--- config.mk ---
export PLATFORM = sky130hd
export DESIGN_NAME = bin_mean_smoother
export DESIGN_NICKNAME = d
export VERILOG_FILES = /design/src/rtl/bms_pkg.sv /design/src/rtl/bms_dpath.sv /design/src/rtl/bms_ctrl.sv /design/src/rtl/bin_mean_smoother.sv
export SDC_FILE = /design/constraint.sdc
export NUM_CORES = 1
export LEC_CHECK = 0
export BUFFER_PORTS_ARGS = -buffer_cell sky130_fd_sc_hd__clkbuf_2
export CELL_PAD_IN_SITES_DETAIL_PLACEMENT = 0
export CELL_PAD_IN_SITES_GLOBAL_PLACEMENT = 2
export CORE_ASPECT_RATIO = 1.25
export CORE_MARGIN = 2
export CORE_UTILIZATION = 35
export DETAILED_ROUTE_END_ITERATION = 8
export GPL_TIMING_DRIVEN = 0
export PLACE_DENSITY = 0.81
export RECOVER_POWER = 25
export SLEW_MARGIN = 0
export SYNTH_ARGS = -nofsm -noshare
export SYNTH_HDL_FRONTEND = slang
export SYNTH_SLANG_ARGS = --single-unit
--- constraint.sdc ---
create_clock -name clk_i -period 3.05 [get_ports clk_i]
set_input_delay 0.305 -clock clk_i [delete_from_list [all_inputs] [get_ports clk_i]]
set_output_delay 0.305 -clock clk_i [all_outputs]
set_load 0.01 [all_outputs]
--- src/rtl/bms_pkg.sv ---
// bms_pkg: shared widths and controller/datapath interface types for the
// bin mean smoother; no dependencies
package bms_pkg;

  // fixed field widths
  localparam int SAMPLE_W = 16;
  localparam int DEPTH_W  = 7;
  localparam int VALUE_W  = 24;
  localparam int FRAC_W   = 8;
  localparam int APB_DW   = 32;
  localparam int APB_AW   = 3;

  // reset value of the bin depth register
  localparam logic [DEPTH_W-1:0] DEPTH_RST = 7'd3;

  // commands from the controller to the datapath
  typedef struct packed {
    logic accept;  // input transaction taken this cycle
    logic load;    // latch sum and count into the divider, clear the bin
    logic step;    // one restoring division step
    logic pop;     // output transaction taken this cycle
  } bms_cmd_t;

  // status from the datapath to the controller
  typedef struct packed {
    logic close;     // offered sample closes the bin
    logic div_last;  // current division step is the final one
    logic run_last;  // result on the output is the last of its run
  } bms_sts_t;

endpackage

--- src/rtl/bms_dpath.sv ---
// bms_dpath: bin accumulator, serial restoring divider and result counter
// depends on bms_pkg
module bms_dpath #(
  parameter int MAX_DEPTH = 64
) (
  input  logic                           clk_i,
  input  logic                           rst_ni,
  input  bms_pkg::bms_cmd_t              cmd_i,
  output bms_pkg::bms_sts_t              sts_o,
  input  logic [bms_pkg::SAMPLE_W-1:0]   sample_i,
  input  logic                           last_sample_i,
  input  logic [bms_pkg::DEPTH_W-1:0]    depth_i,
  output logic [bms_pkg::VALUE_W-1:0]    value_o,
  output logic                           last_of_run_o
);

  localparam int SmpW  = bms_pkg::SAMPLE_W;
  localparam int DepW  = bms_pkg::DEPTH_W;
  localparam int ValW  = bms_pkg::VALUE_W;
  localparam int FracW = bms_pkg::FRAC_W;
  localparam int CntW  = $clog2(MAX_DEPTH + 1);
  localparam int SumW  = SmpW + $clog2(MAX_DEPTH);
  localparam int DivW  = SumW + FracW;
  localparam int ItW   = $clog2(DivW);

  logic [SumW-1:0] sum_q, sum_d;
  logic [CntW-1:0] cnt_q, cnt_d, cnt_new;
  logic [DivW-1:0] quo_q, quo_d;
  logic [CntW-1:0] rem_q, rem_d;
  logic [CntW-1:0] dvs_q, dvs_d;
  logic [CntW-1:0] left_q, left_d;
  logic [ItW-1:0]  it_q, it_d;
  logic [DepW-1:0] eff_depth;
  logic [CntW:0]   rem_sh;
  logic [CntW:0]   rem_sub;
  logic            ge;

  // depth zero acts as one, large depths saturate
  always_comb begin
    eff_depth = depth_i;
    if (depth_i == '0) begin
      eff_depth = DepW'(1);
    end else if (depth_i > DepW'(MAX_DEPTH)) begin
      eff_depth = DepW'(MAX_DEPTH);
    end
  end

  assign cnt_new = cnt_q + CntW'(1);

  // bin closes when full or flushed by the last sample
  assign sts_o.close    = last_sample_i || (DepW'(cnt_new) >= eff_depth);
  assign sts_o.div_last = (it_q == ItW'(DivW - 1));
  assign sts_o.run_last = (left_q == CntW'(1));

  // one restoring division step
  assign rem_sh  = {rem_q, quo_q[DivW-1]};
  assign ge      = (rem_sh >= {1'b0, dvs_q});
  assign rem_sub = rem_sh - {1'b0, dvs_q};

  always_comb begin
    sum_d  = sum_q;
    cnt_d  = cnt_q;
    quo_d  = quo_q;
    rem_d  = rem_q;
    dvs_d  = dvs_q;
    left_d = left_q;
    it_d   = it_q;
    // accumulate the offered sample
    if (cmd_i.accept) begin
      sum_d = sum_q + SumW'(sample_i);
      cnt_d = cnt_new;
    end
    // move the closed bin into the divider
    if (cmd_i.load) begin
      quo_d  = {sum_q, {FracW{1'b0}}};
      rem_d  = '0;
      dvs_d  = cnt_q;
      left_d = cnt_q;
      it_d   = '0;
      sum_d  = '0;
      cnt_d  = '0;
    end
    if (cmd_i.step) begin
      quo_d = {quo_q[DivW-2:0], ge};
      rem_d = ge ? rem_sub[CntW-1:0] : rem_sh[CntW-1:0];
      it_d  = it_q + ItW'(1);
    end
    // count down the copies of the mean
    if (cmd_i.pop) begin
      left_d = left_q - CntW'(1);
    end
  end

  // bin state
  always_ff @(posedge clk_i or negedge rst_ni) begin
    if (!rst_ni) begin
      sum_q  <= '0;
      cnt_q  <= '0;
      left_q <= '0;
      it_q   <= '0;
    end else begin
      sum_q  <= sum_d;
      cnt_q  <= cnt_d;
      left_q <= left_d;
      it_q   <= it_d;
    end
  end

  // divider payload
  always_ff @(posedge clk_i) begin
    quo_q <= quo_d;
    rem_q <= rem_d;
    dvs_q <= dvs_d;
  end

  assign value_o       = ValW'(quo_q);
  assign last_of_run_o = sts_o.run_last;

endmodule

--- src/rtl/bms_ctrl.sv ---
// bms_ctrl: sequencer for accumulate, divide and emit phases
// depends on bms_pkg
module bms_ctrl (
  input  logic              clk_i,
  input  logic              rst_ni,
  input  logic              in_valid_i,
  output logic              in_ready_o,
  output logic              out_valid_o,
  input  logic              out_ready_i,
  input  bms_pkg::bms_sts_t sts_i,
  output bms_pkg::bms_cmd_t cmd_o
);

  localparam logic [1:0] StIdle = 2'd0;
  localparam logic [1:0] StLoad = 2'd1;
  localparam logic [1:0] StDiv  = 2'd2;
  localparam logic [1:0] StEmit = 2'd3;

  logic [1:0] state_q, state_d;

  assign in_ready_o  = (state_q == StIdle);
  assign out_valid_o = (state_q == StEmit);

  // commands
  always_comb begin
    cmd_o.accept = in_valid_i && (state_q == StIdle);
    cmd_o.load   = (state_q == StLoad);
    cmd_o.step   = (state_q == StDiv);
    cmd_o.pop    = out_ready_i && (state_q == StEmit);
  end

  // next state
  always_comb begin
    state_d = state_q;
    unique case (state_q)
      StIdle: begin
        if (in_valid_i && sts_i.close) state_d = StLoad;
      end
      StLoad: begin
        state_d = StDiv;
      end
      StDiv: begin
        if (sts_i.div_last) state_d = StEmit;
      end
      StEmit: begin
        if (out_ready_i && sts_i.run_last) state_d = StIdle;
      end
      default: begin
        state_d = StIdle;
      end
    endcase
  end

  always_ff @(posedge clk_i or negedge rst_ni) begin
    if (!rst_ni) begin
      state_q <= StIdle;
    end else begin
      state_q <= state_d;
    end
  end

endmodule

--- src/rtl/bin_mean_smoother.sv ---
// bin_mean_smoother: top level with the depth register and APB port
// depends on bms_pkg, bms_ctrl and bms_dpath
//
// Input stream (s_axis_*): one unsigned sample per transaction, tlast
// marks the final sample of a stream and flushes a partial bin.
// Output stream (m_axis_*): the 16.8 mean of each closed bin, repeated
// once per sample of that bin; tlast marks the last copy.
// The APB register bin_depth (address 0) sets the samples per bin; zero
// acts as one and values above MAX_DEPTH saturate. Write it while idle.
// Sequence: a sample that does not close its bin is accumulated and the
// input stays ready. A closing sample is followed by a load step and
// 8 + SUM_W division steps (30 at MAX_DEPTH = 64) of the one-bit-per-cycle
// restoring divider; then the N copies come out, one per cycle while
// m_axis_tready is high. No sample is taken while a bin is loading,
// dividing or emitting; a stalled receiver holds the current copy and
// the block.
// Reset empties the open bin and loads bin_depth with 3.
module bin_mean_smoother #(
  parameter int MAX_DEPTH = 64
) (
  input  logic                          clk_i,
  input  logic                          rst_ni,
  // input stream
  input  logic                          s_axis_tvalid,
  output logic                          s_axis_tready,
  input  logic [15:0]                   s_axis_tdata,   // [15:0] sample
  input  logic                          s_axis_tlast,   // last_sample
  // output stream
  output logic                          m_axis_tvalid,
  input  logic                          m_axis_tready,
  output logic [23:0]                   m_axis_tdata,   // [23:0] smoothed_value
  output logic                          m_axis_tlast,   // last_of_run
  // configuration
  input  logic                          psel,
  input  logic                          penable,
  input  logic                          pwrite,
  input  logic [bms_pkg::APB_AW-1:0]    paddr,
  input  logic [bms_pkg::APB_DW-1:0]    pwdata,
  output logic [bms_pkg::APB_DW-1:0]    prdata,
  output logic                          pready
);

  localparam int DepW = bms_pkg::DEPTH_W;
  localparam int DatW = bms_pkg::APB_DW;

  logic [DepW-1:0]   depth_q;
  logic              depth_sel;
  bms_pkg::bms_cmd_t cmd;
  bms_pkg::bms_sts_t sts;

  // register decode, word address zero
  assign pready    = 1'b1;
  assign depth_sel = (paddr[2] == 1'b0);

  always_ff @(posedge clk_i or negedge rst_ni) begin
    if (!rst_ni) begin
      depth_q <= bms_pkg::DEPTH_RST;
    end else if (psel && penable && pwrite && depth_sel) begin
      depth_q <= pwdata[DepW-1:0];
    end
  end

  assign prdata = depth_sel ? DatW'(depth_q) : '0;

  // sequencer
  bms_ctrl u_ctrl (
    .clk_i      (clk_i),
    .rst_ni     (rst_ni),
    .in_valid_i (s_axis_tvalid),
    .in_ready_o (s_axis_tready),
    .out_valid_o(m_axis_tvalid),
    .out_ready_i(m_axis_tready),
    .sts_i      (sts),
    .cmd_o      (cmd)
  );

  // accumulator and divider
  bms_dpath #(
    .MAX_DEPTH(MAX_DEPTH)
  ) u_dpath (
    .clk_i        (clk_i),
    .rst_ni       (rst_ni),
    .cmd_i        (cmd),
    .sts_o        (sts),
    .sample_i     (s_axis_tdata),
    .last_sample_i(s_axis_tlast),
    .depth_i      (depth_q),
    .value_o      (m_axis_tdata),
    .last_of_run_o(m_axis_tlast)
  );

endmodule
==> results of run 1 <==
## registers in the layout, summed over array words and instances (netlist names)
signal	flops
u_dpath.quo_q	30
u_dpath.cnt_q	7
u_dpath.it_q	5
u_dpath.sum_q	22
u_dpath.rem_q	7
depth_q	7
u_dpath.dvs_q	7
u_ctrl.state_q	2
u_dpath.left_q	7
## power breakdown
group | internal [mW] | switching [mW]
Clock | 0.633 | 0.495
Sequential | 2.07 | 0.364
Combinational | 1.51 | 1.91
## worst max-delay path by stage
| stage | startpoint | end | slack, ns |
|---|---|---|---|
| floorplan | u_dpath.cnt_q[0] | u_ctrl.state_q[1] | 0.41 |
| global placement | u_dpath.cnt_q[0] | u_ctrl.state_q[1] | 0.07 |
| detailed placement | u_dpath.cnt_q[0] | u_ctrl.state_q[1] | 0.03 |
| CTS | u_dpath.cnt_q[0] | u_ctrl.state_q[1] | 0.02 |
| global route | u_dpath.cnt_q[1] | u_ctrl.state_q[1] | 0.03 |
| finish | u_dpath.cnt_q[1] | u_ctrl.state_q[1] | 0.18 |
## kinds of logic after synthesis
kind of cell / after synthesis / synth area share
flops: 94 / 0.443
fa+ha+maj: 41 / 0.0908
buf+inv: 86 / 0.0878
other cells: 2 / 0.00129
mux: 35 / 0.0667
compound gates: 102 / 0.114
xor+xnor: 23 / 0.0346
simple gates: 190 / 0.162
## cell usage in the layout, fill, tap and decap left out, types with 3 or more instances in the layout
cell and n:
clkbuf_2 64, nand2_1 56, buf_4 50, dfrtp_1 47
nor2_1 44, edfxtp_1 44, a21oi_1 37, ha_1 37
mux2_2 29, conb_1 26, inv_1 20, nand3_1 17
o21ai_0 16, xnor2_1 15, clkbuf_1 15, nor3_1 13
nor2b_1 12, nand4_1 10, and2_1 9, clkbuf_16 9
xor2_1 8, o21ai_1 8, or3_1 7, a211oi_1 6
o21a_1 5, mux2i_1 5, nand2b_1 4, a21boi_1 4
buf_1 3, a211oi_2 3, o31ai_1 3
## worst max-delay path, delay by kind of cell (launching register included)
kind / cells / cell delay (ns)
muxes: 1 / 0.36
AOI/OAI and AO/OA: 3 / 0.56
buffers and inverters: 2 / 0.08
adders and majority gates: 2 / 0.60
xor gates and xnor gates: 1 / 0.14
DFF: 1 / 0.46
and+or+nand+nor: 3 / 0.56
## area by class of cell
type / instances / area (sq um)
clock buffer: 10 / 229
multi-input combinational: 417 / 2830
inverter: 20 / 75.1
fill: 1652 / 9450
buffer: 65 / 432
timing repair buffer: 67 / 338
tap: 216 / 270
sequential: 94 / 2580
clock inverter: 6 / 62.6
## repair_timing
item,CTS,global route
resized for setup,0,3
hold endpoints to repair,0,19
setup endpoints to repair,0,1
hold buffers,0,1
buffers inserted,0,0
## metal layers
layer	vias up	track usage	part of all wire	routed length, um
li1	2166	-	-	-
met2	85	0.277	0.51	6770
met1	2090	0.190	0.44	5860
met5	-	0	0	0
met3	22	0.0196	0.027	362
met4	0	0.0735	0.026	351
==> flow_summary.yaml, run 1 <==
cells_and_area:
  drive_above_1_share: 0.255
  diodes: 0
  syn_to_final_growth_pct: 17.2
  fin_util: 0.419
  final_area_sq_um: 6820
  nNetsFinal: 774
  layout.cells.non_filler: 895
synth:
  syn_inst: 573
  synth_edf_count: 44
  ys_seq_area_frac: 0.443
  yosysMostFrequentCell: "nand2_1"
  synth_ff_type: "dfrtp_1"
  async_flop_share: 0.532
  ys_top_cells_by_area: "edfxtp_1, dfrtp_1, ha_1"
  synth.distinct_cells: 62
  synth_area_per_cell_sq_um: 10.2
  syn-cell-area_sq_um: 5820
  synth_warnings: 0
  yosysTopAreaCellShare: 0.227
  synth_top_area_cell: "edfxtp_1"
  synthTopCellsByCount: "nand2_1, buf_4, dfrtp_1"
  synth-seq-cells: 94
place:
  post-place-ws_ns: 0.0294
  port_buffers: 65
  place_area_sq_um: 6500
  place_congestion: 0.798
  dp_hpwl_mm: 9.72
  place_inst: 878
clock_network:
  cts_made_buffers: 9
  cts-root-buf: "clkbuf_16"
  cts_tree: "done"
  path_clk_slew_ns: 0.07
  clockBufferDepth: 2
  insertion_delay_ns: 0.35
  cts_max_level: 3
  clock_sinks: 94
timing:
  fmax_mhz: 349
  finalHoldViolCount: 0
  worst_slack_ns: 0.184
  slew_viol_final: 0
  tightestPinTransition_ns: 1.31
  finalSetupViolCount: 0
  finalClockSkew_ns: 0.00689
  rsz0062_at_grt: "no"
  period_needed_ns: 2.87
  fin_setup_tns_ns: 0
  max_slew_margin: 0.124
  hold_ws_ns: 0.189
  finalCritPeriodShare: 0.940
setup_path:
  cp_cell_sequence: "ha_2 -> inv_1 -> or3_1 -> xnor2_1 -> ha_1 -> inv_1 -> o21ai_0 -> nor3_1 -> o21ai_1 -> nand2_1 -> a221oi_2 -> mux2_2"
  cp_common_cell: "inv_1"
  cp.arrival_ns: 3.10
  slowest_delay_ns: 0.46
  reg2reg_depth: 12
  required_ns: 3.29
  cp-end-kind: "flip-flop"
  r2r-end: "u_ctrl.state_q[1]"
  critPathLaunchType: "flip-flop"
  r2r_start: "u_dpath.cnt_q[1]"
  cpMaxStageDelayCell: "dfrtp_1"
  r2r_slack_ns: 0.18
  path_class: "reg2reg"
  crit_path_max_fanout: 5
power:
  ir_worst_vdd_v: 0.000393
  p_leak_nw: 3.02
  p_per_area_nw_per_um2: 1030
  total_power_mw: 6.99
floorplanning:
  initial_core_util: 0.358
  rows: 52
  die_w_um: 119
  die-area_sq_um: 17700
  io_pins: 119
  core-area_sq_um: 16300
  dieHeight_um: 148
worst_hold_path:
  hold_depth: 2
  hold_path_end: "depth_q[1]"
  min_from: "pwdata[1]"
  min_path_type: "in2reg"
detailed_routing:
  vias: 4363
  viasPerCell: 4.87
  drtPass1Iterations: 4
  drt_iter0_markers: 106
  antenna_left: 0
  wl_per_cell_um: 14.9
  drc: 0
  drt-total-wl_mm: 13.3
global_route:
  grt_pass1_wl_mm: 21.9
  track_usage: 0.157
  antenna_found_initial: 0
  grt_overflow_total: 0
  grt_pass1_vias: 4340
  grt_max_degree: 51
run:
  max_cap_violations: 0
status:
  status: "complete, no violations"
(Power assumes the default switching activity.)
==> run 2, diff against run 1 <==
Settings changed: PLACE_DENSITY 0.81 to not set, PLACE_DENSITY_LB_ADDON set to 0.25.
==> run 2 against run 1 <==
Setup slack better by 0.015 ns. Sequential power about the same. Critical path type unchanged. Final area up 0.53%. Largest power group unchanged. Critical path depth is the same. Largest cell class unchanged. Register-to-register slack barely moved.
==> flow_summary.yaml, run 2 (synthesized netlist as in run 1, its figures left out) <==
clock_network:
  cts_resized: 1
  cts_hold_buf: 0
  clock_sinks: 94
  cts_made_buffers: 9
  path_clk_slew_ns: 0.07
  cts-root-buf: "clkbuf_16"
  insertion_delay_ns: 0.35
  clockBufferDepth: 2
  cts_max_level: 3
  cts_tree: "done"
  post_cts_buffers: 0
floorplanning:
  io_pins: 119
  die_w_um: 119
  die-area_sq_um: 17700
  dieHeight_um: 148
  core-area_sq_um: 16300
  rows: 52
  initial_core_util: 0.358
power:
  p_per_area_nw_per_um2: 1040
  total_power_mw: 7.10
  ir_worst_vdd_v: 0.000470
  p_leak_nw: 3.05
timing:
  rsz0062_at_grt: "no"
  fin_setup_tns_ns: 0
  tightestPinTransition_ns: 1.40
  finalSetupViolCount: 0
  fmax_mhz: 351
  finalClockSkew_ns: 0.00906
  slew_viol_final: 0
  period_needed_ns: 2.85
  finalHoldViolCount: 0
  finalCritPeriodShare: 0.935
  max_slew_margin: 0.0656
place:
  place_congestion: 0.787
  dp_hpwl_mm: 9.71
  port_buffers: 65
  place_area_sq_um: 6530
global_route:
  track_usage: 0.156
  antenna_found_initial: 0
  grt_max_degree: 51
  grt_pass1_wl_mm: 22.0
  grt_pass1_vias: 4448
  grt_overflow_total: 0
detailed_routing:
  antenna_left: 0
  viasPerCell: 4.95
  wl_per_cell_um: 14.9
  drt_iter0_markers: 160
  drc: 0
  drt-total-wl_mm: 13.4
  drtPass1Iterations: 4
  vias: 4429
cells_and_area:
  diodes: 0
  largest_reg_flops: 30
  mostFrequentLayoutCell: "clkbuf_2"
  reg_top3: "u_dpath.quo_q: 30 flops, u_dpath.sum_q: 22 flops"
  final_area_sq_um: 6850
  max_flop_register: "u_dpath.quo_q"
  nNetsFinal: 774
  drive_above_1_share: 0.261
  syn_to_final_growth_pct: 17.8
  fin_util: 0.421
  final_cell_mix: "clkbuf_2, nand2_1, buf_4, dfrtp_1"
status:
  status: "complete, no violations"
setup_path:
  cp-end-kind: "flip-flop"
  path_class: "reg2reg"
  critPathLaunchType: "flip-flop"
  required_ns: 3.29
  cp.arrival_ns: 3.09
  crit_path_max_fanout: 5
worst_hold_path:
  min_path_type: "in2reg"
run:
  max_cap_violations: 0
## run 2: cell types whose count changed in the layout (fill, tap and decap cells not counted), sizes merged
cell and change:
clkinvlp -2, inv +2, buf +1, dlygate4sd3 -1
## run 2: area by class of cell
cell class,instances,area (sq um)
tap,216,270
sequential,94,2580
clock buffer,10,239
multi-input combinational,417,2840
clock inverter,6,68.8
timing repair buffer,66,345
fill,1600,9410
inverter,20,75.1
buffer,66,435
## run 2: final timing paths
path | from | endpoint | slack, ns | cells after the start
worst min register to register | u_dpath.cnt_q[2] | u_dpath.dvs_q[2] | 0.45 | 0
max in group asynchronous | rst_ni | u_dpath.cnt_q[0] | 1.84 | 1
min in group asynchronous | rst_ni | u_dpath.sum_q[5] | 0.25 | 1
worst min-delay path | pwdata[0] | depth_q[0] | 0.19 | 2
worst max-delay path | u_dpath.cnt_q[1] | u_ctrl.state_q[1] | 0.20 | 12
worst max register to register | u_dpath.cnt_q[1] | u_ctrl.state_q[1] | 0.20 | 12
## run 2: critical path: stages (launching register included)
cell	delay, ns
dfrtp_1	0.46
ha_2	0.28
inv_1	0.04
or3_1	0.38
xnor2_1	0.15
ha_1	0.33
inv_1	0.05
o21ai_0	0.15
nor3_1	0.06
o21ai_1	0.12
nand2_1	0.11
a221oi_2	0.27
mux2_2	0.36
## run 2: metrics by stage
step	std cells	hold slack, ns	setup slack [ns]
after floorplan	597	0.00941	0.407
after global placement	878	0.436	0.0427
after detailed placement	879	0.436	0.0107
after CTS	895	0.0761	0.0435
after global routing	895	0.183	0.0259
final	895	0.192	0.199
## run 2: metal layers
layer  GRT usage  share of wire  vias up
met5           0              0        -
met4      0.0606          0.013        0
met3      0.0215          0.029       11
met2       0.275           0.52       66
met1       0.195           0.44     2191
li1            -              -     2161
## run 2: where the power goes
part           switching, mW  internal [mW]
Sequential             0.349           2.06
Combinational           1.94           1.57
Clock                  0.519          0.665
Total                   2.81           4.30
==> run 3, diff against run 2 <==
--- a/config.mk
+++ b/config.mk
@@ -14,3 +14,2 @@
 export DETAILED_ROUTE_END_ITERATION = 8
-export GPL_TIMING_DRIVEN = 0
 export PLACE_DENSITY_LB_ADDON = 0.25
==> constraint.sdc (replaced) <==
create_clock -name clk_i -period 3.64 [get_ports clk_i]
set_input_delay 0.91 -clock clk_i [delete_from_list [all_inputs] [get_ports clk_i]]
set_output_delay 0.91 -clock clk_i [all_outputs]
set_load 0.01 [all_outputs]
==> run 3 against run 2 <==
First-iteration DRC count fell by 3.8%. Clock-buffer cell count is 1 lower. Hold slack gained 0.31 ns. Maximum frequency fell by 8.5%. Routed wire length down 3.9%. Register-to-register slack improved by 0.33 ns. Flip-flop and latch count unchanged. Global-route usage shrank 0.31 points. Clock power decreased by 17%. Sequential share of layout area up 2.6 points. Combinational power shrank 25%. Largest cell class unchanged. Highest routed layer unchanged.
==> flow_summary.yaml, run 3 (synthesized netlist as in run 1, its figures left out) <==
timing:
  hold_ws_ns: 0.506
  finalCritPeriodShare: 0.856
  finalHoldViolCount: 0
  fin_setup_tns_ns: 0
  period_needed_ns: 3.12
  rsz0062_at_grt: "no"
  finalSetupViolCount: 0
  fmax_mhz: 321
  tightestPinTransition_ns: 1.21
  slew_viol_final: 0
  max_slew_margin: 0.191
  finalClockSkew_ns: 0.0109
setup_path:
  slowest_delay_ns: 0.51
  crit_family: "compound AO/OA/AOI/OAI gates"
  critPathLaunchType: "flip-flop"
  cp.arrival_ns: 3.35
  cp-end-kind: "flip-flop"
  cpMaxStageDelayCell: "dfrtp_1"
  cp_cell_sequence: "ha_1 -> inv_1 -> or3_1 -> xnor2_1 -> ha_1 -> inv_1 -> o21ai_0 -> nor3_1 -> o21ai_1 -> nand2_1 -> a221oi_1 -> mux2_2"
  required_ns: 3.87
  worst_setup_path_startpoint: "u_dpath.cnt_q[0]"
  r2r_start: "u_dpath.cnt_q[0]"
  path_class: "reg2reg"
  crit_path_max_fanout: 7
  path_buf_inv: 2
floorplanning:
  core-area_sq_um: 16300
  io_pins: 119
  dieHeight_um: 148
  rows: 52
  die_w_um: 119
  die-area_sq_um: 17700
  initial_core_util: 0.358
status:
  status: "complete, no violations"
global_route:
  track_usage: 0.153
  grt_pass1_wl_mm: 21.5
  grt_overflow_total: 0
  grt_max_degree: 32
  grt_pass1_vias: 4190
  antenna_found_initial: 0
cells_and_area:
  diodes: 0
  reg_top3: "u_dpath.quo_q: 30 flops, u_dpath.sum_q: 22 flops"
  final_area_sq_um: 6410
  max_flop_register: "u_dpath.quo_q"
  nNetsFinal: 713
  final_cell_mix: "clkbuf_2, nand2_1, dfrtp_1, nor2_1, edfxtp_1"
  fillerInstances: 1670
  largest_reg_flops: 30
  syn_to_final_growth_pct: 10.2
  mostFrequentLayoutCell: "clkbuf_2"
  drive_above_1_share: 0.207
  fin_util: 0.394
place:
  port_buffers: 65
  place_area_sq_um: 6110
  place_congestion: 0.766
  dp_hpwl_mm: 9.30
detailed_routing:
  antenna_left: 0
  viasPerCell: 5.00
  drt-total-wl_mm: 12.8
  drc: 0
  wl_per_cell_um: 15.4
  drtPass1Iterations: 4
  vias: 4170
  drt_iter0_markers: 154
power:
  total_power_mw: 5.64
  p_per_area_nw_per_um2: 879
  ir_worst_vdd_v: 0.000400
  p_leak_nw: 2.77
clock_network:
  cts_made_buffers: 9
  clockBufferDepth: 2
  cts_tree: "done"
  clock_sinks: 94
  cts_hold_buf: 0
  cts_max_level: 3
  insertion_delay_ns: 0.35
  post_cts_buffers: 0
  cts_resized: 0
  cts-root-buf: "clkbuf_16"
  path_clk_slew_ns: 0.07
run:
  max_cap_violations: 0
worst_hold_path:
  min_path_type: "reg2reg"
  min_from: "u_dpath.it_q[4]"
-- run 3: path summary, 6_finish.rpt --
path | endpoint | slack (ns) | depth (start not counted)
hold reg to reg | u_dpath.it_q[4] | 0.51 | 1
hold / removal | u_dpath.it_q[4] | 0.51 | 1
min in group asynchronous | u_dpath.sum_q[8] | 0.79 | 1
max in group asynchronous | u_dpath.left_q[6] | 1.39 | 2
setup / recovery | u_ctrl.state_q[1] | 0.52 | 12
setup reg to reg | u_ctrl.state_q[1] | 0.52 | 12
-- run 3: cell type report --
cell class                 instances  area [sq um]  area share
sequential                        94          2570       0.402
clock inverter                     7          80.1      0.0125
multi-input combinational        417          2820       0.440
timing repair buffer              71           363      0.0566
clock buffer                       9           225      0.0351
inverter                          20          75.1      0.0117
tap                              216           270      0.0421
-- run 3: where the power goes --
group | leakage (nW) | switching [mW] | total [mW] | internal, mW
logic | 1.54 | 1.54 | 2.64 | 1.10
clock network | 0.143 | 0.438 | 0.979 | 0.540
registers | 1.08 | 0.293 | 2.02 | 1.73
total | 2.77 | 2.27 | 5.64 | 3.37
-- run 3: routing by layer --
metal | vias up | GRT usage | part of all wire
met5 | - | 0 | 0
met3 | 15 | 0.0245 | 0.025
met2 | 67 | 0.266 | 0.50
li1 | 2051 | - | -
met4 | 0 | 0.0594 | 0.018
met1 | 2037 | 0.192 | 0.45
-- run 3: through the flow --
stage,setup WS (ns),cells
2_1_floorplan,0.694,597
3_3_place_gp,0.322,818
3_5_place_dp,0.297,818
4_1_cts,0.518,834
5_1_grt,0.340,834
6_report,0.525,834
